--- config.mk ---
export PLATFORM = sky130hd
export DESIGN_NAME = ucd_scan_unit
export DESIGN_NICKNAME = d
export VERILOG_FILES = /design/src/rtl/ucd_pkg.sv /design/src/rtl/ucd_scan_unit.sv
export SDC_FILE = /design/constraint.sdc
export NUM_CORES = 1
export LEC_CHECK = 0
export ABC_AREA = 0
export BUFFER_PORTS_ARGS = -buffer_cell sky130_fd_sc_hd__buf_2
export CAP_MARGIN = 10
export CORE_ASPECT_RATIO = 0.5
export CORE_UTILIZATION = 35
export DETAILED_ROUTE_END_ITERATION = 7
export PLACE_DENSITY = 0.94
export SETUP_SLACK_MARGIN = 0.3
export SYNTH_ARGS = -nofsm -noshare
export SYNTH_HDL_FRONTEND = slang
export SYNTH_SLANG_ARGS = --single-unit
--- constraint.sdc ---
create_clock -name vclk -period 3.05
set_input_delay 0.1525 -clock vclk [all_inputs]
set_output_delay 0.1525 -clock vclk [all_outputs]
set_load 0.05 [all_outputs]
--- src/rtl/ucd_pkg.sv ---
// Shared types and constants for the undirected cycle detector.
`default_nettype none

package ucd_pkg;

    localparam logic       ACT_EDGE     = 1'b0;
    localparam logic       ACT_FINISH   = 1'b1;
    localparam int         CFG_W        = 7;
    localparam int         VTX_W        = 7;
    localparam logic [6:0] VCOUNT_RESET = 7'd64;

    typedef enum logic [3:0] {
        ST_CLEAR,
        ST_IDLE,
        ST_EDGE_RD_A,
        ST_EDGE_WR_A,
        ST_EDGE_WR_B,
        ST_ROOT,
        ST_ROW_RD,
        ST_SCAN,
        ST_POP,
        ST_TOP_RD,
        ST_DONE
    } t_state;

    // Result of testing one neighbor bit.
    typedef struct packed {
        logic cycle_hit;
        logic open_hit;
    } t_scan_hit;

endpackage

`default_nettype wire

--- src/rtl/ucd_scan_unit.sv ---
// Shared neighbor test: one adjacency bit against the visited mask per cycle.
`default_nettype none

module ucd_scan_unit #(
    parameter int MAX_VERTICES = 64
) (
    input  wire logic [MAX_VERTICES-1:0]         i_row,
    input  wire logic [MAX_VERTICES-1:0]         i_visited,
    input  wire logic [$clog2(MAX_VERTICES)-1:0] i_index,
    input  wire logic                            i_check,
    input  wire logic                            i_par_valid,
    input  wire logic [$clog2(MAX_VERTICES)-1:0] i_par,
    output ucd_pkg::t_scan_hit                   o_hit
);

    logic edge_bit;
    logic vis_bit;
    logic is_parent;

    always_comb begin
        edge_bit        = i_row[i_index];
        vis_bit         = i_visited[i_index];
        is_parent       = i_par_valid && (i_index == i_par);
        // back edge to a visited vertex other than the tree parent
        o_hit.cycle_hit = i_check && edge_bit && vis_bit && !is_parent;
        o_hit.open_hit  = edge_bit && !vis_bit;
    end

endmodule

`default_nettype wire

After elaboration in Yosys (flattened, before gate mapping)
Index checks and enable logic that the tools add are counted.

storage, ports and cells
  bits in registers = 0
  memories kept = 0
  logic and storage cells = 13
  bits in latches = 0
  memory bits (read-only) = 0
  RAM bits = 0

cells by class
  order comparisons = 1
  bitwise logic cells = 0
  div/mod/pow operators = 0
  mux-type cells = 4
  equal/unequal tests = 1
  shift-type cells = 0
  reductions and logical operators = 7
  add/subtract/negate cells = 0
  multiply operators = 0

operator list
  operator              count
  $bmux W1 S6           2
  $lt A6 B7 Y1 const B  1
  $eq A6 B6 Y1          1
  $logic_and A1 B1 Y1   5
  $logic_not A1 Y1      2
  $mux W1               2

Logic depth before layout (Yosys ltp)
  depth after elaboration = 5
  gate-level depth with buffers = 8
  mapped depth without buffers = 5

Worst setup path before layout
OpenSTA, ideal clock, no wires.

  kind = in2out
  start = input port i_index[2]
  end = output port o_hit[0] in the netlist's numbering
  path slack = 0.022 ns
  data required time = 2.897 ns
  arrival = 2.875 ns
  cell stages on the path = 6
  buffers on the path = 2
  cell sequence = clkbuf_1 > clkbuf_1 > mux4_1 > mux4_2 > mux2_2 > o31ai_1

RTL lines
  item         RTL line             text
  from (decl)  ucd_scan_unit.sv:9   input wire logic [$clog2(MAX_VERTICES)-1:0] i_index,
  to (decl)    ucd_scan_unit.sv:13  output ucd_pkg::t_scan_hit o_hit

==> flow_metrics.tcl <==
set metrics [dict create \
    endpoint_kind "output pin" \
    cap_viol_max_count 0 \
    fmax_mhz 391.6 \
    synth_compound_area_share_pct 1.769 \
    slew_headroom_pct 76.97 \
    regArea_um2 0 \
    fp.dieH_um 43.45 \
    fin_crit_ps 2553 \
    crit_start "i_index[0]" \
    p_per_area_mw_per_mm2 140.6 \
    grt_pass1_wl_um 6948 \
    grt.total_usage_pct 24.59 \
    ys_seq_area_share_pct 0 \
    syn_avg_cell_area_um2 17.68 \
    p_leak_nw 0.9702 \
    cts.hold.buffers_added 0 \
    use_met2_pct 46.83 \
    hold_violations 0 \
    dieArea_mm2 0.003688 \
    slew_violations 0 \
    via_per_inst 5.639 \
    tightestPinTransition_ps 340.9 \
    wire_per_inst_um 19.15 \
    postSynthNetCount 210 \
    ys_warn_count 0 \
    cts_resized 0 \
    grt_max_degree 34 \
    ant_nets 0 \
    post-route-period-util_pct 83.72 \
    synth_top_family_by_area "multiplexers" \
    fp.dieW_um 84.89 \
    gr-usage-met3_pct 6.476 \
    rows 14 \
    fin_util_pct 61.49 \
    synthesis.area_mm2 0.001202 \
    coreArea_mm2 0.003136 \
    drt_iter0_markers 71 \
    drt_wl_total_um 4673 \
    violations "DRC" \
    crit_path_end "o_hit[0]" \
    vias 1376 \
    cts_setup_buffers 0 \
    busiest_layer "met2" \
    port-buffer-count 144 \
    tns_ps 0 \
    required_ps 2900 \
    synth_xor_area_share_pct 4.370 \
    rsz0062_at_grt "false" \
    finalNetCount 348 \
    diodes 0 \
    yosysTopAreaCell "mux4_1" \
    synth_area_leaders "mux4_1, mux4_2, buf_12" \
    drc 3 \
    use_met1_pct 28.54 \
    dr.pass1.iters 7 \
    grt_pass1_vias 1498 \
    status "finished, violations left" \
    crit_path_max_fanout 33 \
    grt-ovfl-total 0 \
    area.growth.synth_to_final_pct 60.35 \
    antenna_found_initial 0 \
    synth-simple-area-share_pct 2.289 \
    peakVddDrop_mv 0.04625 \
    final_layout_size_suffix_gt1_share_pct 84.31 \
    gp_congestion 0.8813 \
    clkbuf_count 0 \
    worstSetupStartpointType "input pin" \
    finalSetupViolations 0 \
    ios 144 \
    pre_cts_slack_ps 480.4 \
    synth-adder-area-share_pct 0 \
    synth_cells 68 \
    fin_ws_ps 496.5 \
    totalPowerFinal_mw 0.2710 \
    min_path_type "in2out" \
    synth_top_area_share_pct 41.52 \
    muxShareOfSynthArea_pct 84.50 \
    seq_cells 0 \
    crit_type "in2out" \
    hp-start "i_check" \
    initial_utilization_pct 38.35 \
    crit_arrival_ps 2400 \
    ys_types 18 \
]
report_power, final:
group	internal, mW	switching, mW
clock	0	0
combinational	0.172	0.0989
sequential	0	0
kinds of logic after synthesis:
group | after synthesis
muxes | 44
xor gates and xnor gates | 6
AOI/OAI and AO/OA | 3
buffers and inverters | 11
and+or+nand+nor | 4
layout make-up:
type	instances	area (µm²)
Tap cell	40	50.05
Multi-Input combinational cell	57	1122
Timing Repair Buffer	147	755.7
Fill cell	252	1207
synth_stat cells:
cell type	instances
mux4_2	21
mux4_1	19
clkbuf_1	4
buf_2	3
mux2_2	3
xnor2_1	3
xor2_1	3
buf_12	2
a21oi_1	1
buf_1	1
buf_6	1
mux2i_1	1
nand3_1	1
nand3b_1	1
nand4_1	1
o31ai_1	1
o41ai_1	1
or3b_1	1
routing by layer:
layer	wire length, µm	vias up	share of wire [%]
met4	50	0	1.1
met3	328	8	7.0
li1	-	619	-
met2	2601	70	56
met5	0	-	0
met1	1693	679	36
critical path, stage by stage:
cell and delay (ps):
buf_2 100, buf_12 230, mux4_1 590, mux4_2 470, mux2_2 290, nand3b_1 180
o31ai_2 70, buf_2 300
stage by stage:
step | hold slack, ps | instance area [µm²] | std cells
detailed placement | 714.0 | 1928 | 244
floorplan | 499.4 | 1207 | 68
CTS | 717.6 | 1928 | 244
global placement | 713.6 | 1928 | 244
finish | 711.4 | 1928 | 244
global route | 741.3 | 1928 | 244
worst min path at each step:
stage,end,slack (ps),depth (start not counted)
finish,o_hit[1],710,4
global route,o_hit[1],740,4
CTS,o_hit[1],720,4
detailed placement,o_hit[1],710,4
global placement,o_hit[1],710,4
floorplan,o_hit[0],500,1
cells in the final DEF, fill, tap and decap left out:
| cell | n |
|---|---|
| buf_4 | 2 |
| nand3b_1 | 1 |
| or3b_1 | 1 |
| buf_2 | 144 |
| mux2i_1 | 1 |
| o31ai_2 | 1 |
| buf_12 | 1 |
| mux2_2 | 3 |
| nand4_1 | 1 |
| mux4_2 | 21 |
| xnor2_1 | 3 |
| o41ai_1 | 1 |
| mux4_1 | 19 |
| a21oi_1 | 1 |
| xor2_1 | 3 |
| nand3_1 | 1 |
Power figures use the tool's default switching activity.
