<file path="config.mk">
export PLATFORM = sky130hd
export DESIGN_NAME = ucd_row_ram
export DESIGN_NICKNAME = d
export VERILOG_FILES = /design/src/rtl/ucd_row_ram.sv
export SDC_FILE = /design/constraint.sdc
export NUM_CORES = 2
export LEC_CHECK = 0
export ABC_CLOCK_PERIOD_IN_PS = 7700
export BUFFER_PORTS_ARGS = -buffer_cell sky130_fd_sc_hd__buf_4
export CAP_MARGIN = 20
export CORE_MARGIN = 2
export CORE_UTILIZATION = 30
export CTS_BUF_LIST = sky130_fd_sc_hd__clkbuf_2 sky130_fd_sc_hd__clkbuf_4 sky130_fd_sc_hd__clkbuf_8
export CTS_CLUSTER_SIZE = 25
export DETAILED_ROUTE_END_ITERATION = 7
export SYNTH_ARGS = -nofsm -noshare
export SYNTH_HDL_FRONTEND = slang
export SYNTH_SLANG_ARGS = --single-unit
export TNS_END_PERCENT = 10
</file>
<file path="constraint.sdc">
create_clock -name i_clk -period 7.7 [get_ports i_clk]
set_input_delay 1.54 -clock i_clk [delete_from_list [all_inputs] [get_ports i_clk]]
set_output_delay 1.54 -clock i_clk [all_outputs]
set_load 0.005 [all_outputs]
</file>
<file path="src/rtl/ucd_row_ram.sv">
// Adjacency row memory: one write port, one registered read port.
`default_nettype none

module ucd_row_ram #(
    parameter int DEPTH = 64,
    parameter int WIDTH = 64
) (
    input  wire logic                     i_clk,
    input  wire logic                     i_we,
    input  wire logic [$clog2(DEPTH)-1:0] i_waddr,
    input  wire logic [WIDTH-1:0]         i_wdata,
    input  wire logic [$clog2(DEPTH)-1:0] i_raddr,
    output logic      [WIDTH-1:0]         o_rdata
);

    logic [WIDTH-1:0] r_mem [DEPTH];

    always_ff @(posedge i_clk) begin
        if (i_we) begin
            r_mem[i_waddr] <= i_wdata;
        end
        o_rdata <= r_mem[i_raddr];
    end

endmodule

`default_nettype wire

</file>
## Word-level counts from Yosys, hierarchy flattened

Memories as Yosys holds them, arrays and structs flattened. A register that Yosys moved wholly into a read port is not among the register bits.
Cells that the tools add are included.
W data, S select, Z words.

| storage, ports and cells | value |
|---|---|
| flip-flop bits (word level) | 0 |
| latch bits | 0 |
| RAM bits | 4096 |
| bits in read-only memories | 0 |
| input port bits | 78 |
| output and inout port bits | 64 |
| memories | 1 |

| cells by class | value |
|---|---|
| add/subtract/negate cells | 0 |
| $mul | 0 |
| div/mod/pow operators | 0 |
| $lt $le $gt $ge | 0 |
| eq/ne operators | 0 |
| shift-type cells | 0 |
| mux-type cells | 2 |
| bitwise operators | 0 |
| reductions and logical operators | 0 |

Memory list:

| name | words | width | rd ports | clocked after memory_dff | wr ports | line | source |
|---|---|---|---|---|---|---|---|
| r_mem | 64 | 64 | 1 | 1 | 1 | 16 | `logic [WIDTH-1:0] r_mem [DEPTH];` |

Operators by type and width:

| cell | number |
|---|---|
| $mux W1 | 2 |

## Longest topological paths before layout

| depth | value |
|---|---|
| depth after elaboration | 2 |
| mapped depth | 9 |
| mapped depth without buffers | 5 |

## Least setup slack after synthesis

OpenSTA, ideal clock, no wires.

| timing path | value |
|---|---|
| path type | input to register |
| from | in i_waddr[3] |
| to | mem r_mem[48][0] (enable) |
| arrival | 6412 ps |
| slack | 724 ps |
| stages | 4 |
| path buffers | 1 |
| cell sequence | clkbuf_1 -> nor2b_1 -> nand4b_1 -> nor3_1 |

RTL lines:

| item | line | source |
|---|---|---|
| start, declared | 10 | `input wire logic [$clog2(DEPTH)-1:0] i_waddr,` |
| end, declared | 16 |  |

No word-level cell before the write port.

==> implementation parameters <==
Parameter                              Value

Timing
  Peak Freq    0.239 GHz
  Final TNS setup    0 ps
  Final Critical Period    4190 ps
  Worst Slack Setup Final    3510 ps
  Worst-Margin Slew    1230 ps
  Rel. slew slack    18.1%
  Setup repair after global routing missed its margin    false
  Hold Violations, Final    0
  Worst clock skew    58.5 ps
  Final setup fails    0
  Final slew viol count    0
  WHS    820 ps
  Crit share post-route    54.4%

Critical path
  Cell repeated most along the worst path    sky130_fd_sc_hd__buf_4
  Class of the most critical setup path    input port to flip-flop
  Critical path capture point type    flip-flop
  Worst reg-to-reg setup slack    5460 ps
  Crit path buf inv count    3
  Maximum single-stage delay on the critical path    910 ps
  Critical path data required time    8680 ps
  Startpoint class of the critical path    input port
  Cell family with most CP delay    buffers and inverters
  Cell type of the slowest stage on the worst timing path    sky130_fd_sc_hd__buf_4
  Series of cell instances along the critical path    buf_8 > nor2b_4 > buf_4 > buf_4 > a22oi_1 > and3_1 > a211oi_1
  Arrival time worst endpoint    5160 ps
  Worst Path Max Fanout    62

Finish
  Non-filler cells, final    14713
  NumNets Final    7314
  Highest-count cells in the layout ignoring fill and taps    4096 x sky130_fd_sc_hd__edfxtp_1, 1024 x sky130_fd_sc_hd__mux4_2, 677 x sky130_fd_sc_hd__clkbuf_8
  Area grow syn2layout    15.1%
  Final standard cell utilization of the core    34.6%
  Most frequent standard cell in the layout excluding fill and tap cells    sky130_fd_sc_hd__edfxtp_1
  Final-layout fill cell count    47784
  Share of cells above drive strength 1    32.4%
  Area of the multi-input gates    30800 um^2
  Total area of sequential cells    124000 um^2

Placement
  I/O Buffers    141
  # placed instances    13529
  Last weighted congestion value of the routability-driven placer    0.785
  Worst slack after detailed placement    2320 ps
  Dpl hpwl    245 mm

Clock tree
  Buffer type at the clock tree root    sky130_fd_sc_hd__clkbuf_8
  CTS tree    built
  Resize count post-CTS    0
  Post-CTS setup-driven buffer insertion count    0
  Clock Tree Buf Depth    4
  Number of sinks driven by the clock tree    4160
  CTS buffer count    643
  Max H-tree Level    6
  Cts-stage hold buffer count    0
  Insertion delay of the later-clocked pin in the worst-skew pair    1210 ps
  Clock slew at the register clock pins of the worst setup and hold paths    60 ps

Synthesis
  Syn Inst Count    6598
  Synthesis warning total    0
  Net count after synthesis    6676
  Post-Synthesis Cell Area    156000 um^2
  Sequential-to-total area share from yosys stat    79.5%
  Number of storage elements in the synthesis netlist    4160
  Synth Area per Inst    23.7 um^2
  Unique masters post-synth    33

Route
  Wire length after detailed routing    456 mm
  Detailed-router iteration count before antenna repair    7
  Number of design rule violations left after detail routing    0
  Detail-routed via count per cell    5.24
  Number of routed nets with antenna violations    0
  1st-iter DRT viols    10302
  Vias    77113
  Wirelength per Cell    31.0 um

Die
  Horizontal extent of the die    726 um
  Die boundary height    726 um
  Die area    527000 um^2
  I/O pin count    142
  Standard-cell row count    265
  Initial core utilization    30.1%
  Core area    520000 um^2

GRT
  Initial antenna violation count    37
  Pin count of the biggest net entering global routing    101
  Total global routing track utilization    16.8%
  Wire length of the first global-routing pass    627 mm
  Grt total ovfl    0
  Number of global-route vias before repair    78129

Outcome
  Result of the run    finished, final reports clean

Power
  Worst vdd rail ir drop    0.166 mV
  Leak    55.3 nW
  Power density relative to cell area    253 nW/um^2

Min path
  Class of the worst hold path    flip-flop to flip-flop

Flow run
  Number of max-cap violations    0
final cells by class:
type	instances	area share (%)
clock buffer	895	6.09
antenna	28	0.0389
clock inverter	257	0.899
timing repair buffer	363	1.94
sequential	4160	69.1
tap	6942	4.83
multi-input combinational	2049	17.1
inverter	19	0.0396
power by group:
part / switching [W] / internal, W / leakage (nW)
logic: 0.00134 / 0.000810 / 11.3
clock network: 0.00860 / 0.00955 / 6.66
registers: 0.000146 / 0.0251 / 37.4
total: 0.0101 / 0.0354 / 55.3
final timing paths:
check / endpoint / startpoint / cells after the start
min reg2reg: o_rdata[12]$_DFF_P_ / r_mem[54][12]$_DFFE_PP_ / 4
max reg2reg: o_rdata[23]$_DFF_P_ / r_mem[58][23]$_DFFE_PP_ / 5
min: o_rdata[12]$_DFF_P_ / r_mem[54][12]$_DFFE_PP_ / 4
max: o_rdata[23]$_DFF_P_ / i_raddr[2] / 7
registers in the layout (all words and copies together), names as in the netlist:
signal   count
o_rdata     64
r_mem     4096
synthesized netlist by cell type, drive strengths merged:
cell,n,share of area (%)
edfxtp,4096,79
mux4,1024,15
buf,230,0.80
a22oi,168,0.81
clkbuf,140,0.34
mux2i,135,0.86
nor2,112,0.27
a22o,88,0.49
o22ai,83,0.33
and3,64,0.26
dfxtp,64,0.82
a211oi,63,0.30
nand2,58,0.14
nand3,45,0.14
o221ai,38,0.21
or3,29,0.12
nor2b,28,0.11
or2,28,0.11
a41oi,26,0.15
a2bb2oi,19,0.11
inv,19,0.046
a31oi,18,0.072
nand2b,11,0.044
and2,3,0.012
nand3b,2,0.0096
nand4,2,0.0080
nor3,2,0.0064
a31o,1,0.0056
nand4b,1,0.0056
or3b,1,0.0056
routing by layer:
metal / up-vias / GRT usage, % / wire (um)
met1: 42524 / 22.1 / 179000
li1: 29922 / - / -
met2: 3905 / 28.1 / 225000
met5: - / 0 / 79
met4: 12 / 5.60 / 14800
met3: 750 / 3.01 / 36500
stage by stage:
stage                     cell area, um^2  power (W)
final                              180000     0.0455
after global routing               180000     0.0469
after global placement             167000     0.0278
after CTS                          180000     0.0459
after floorplan                    156000     0.0268
after detailed placement           167000     0.0279
worst register-to-register path: stages (launching register included):
cell	delay (ps)
sky130_fd_sc_hd__edfxtp_1	320
sky130_fd_sc_hd__mux4_2	240
sky130_fd_sc_hd__mux2i_1	80
sky130_fd_sc_hd__o22ai_1	540
sky130_fd_sc_hd__a31oi_1	100
sky130_fd_sc_hd__a211oi_1	750
kinds of logic after synthesis:
| group | after synthesis | share of synthesized area, % |
|---|---|---|
| simple gates | 386 | 1.24 |
| flops | 4160 | 79.5 |
| buf+inv | 389 | 1.18 |
| compound gates | 504 | 2.48 |
| mux | 1159 | 15.6 |
Power figures use the tool's default switching activity.
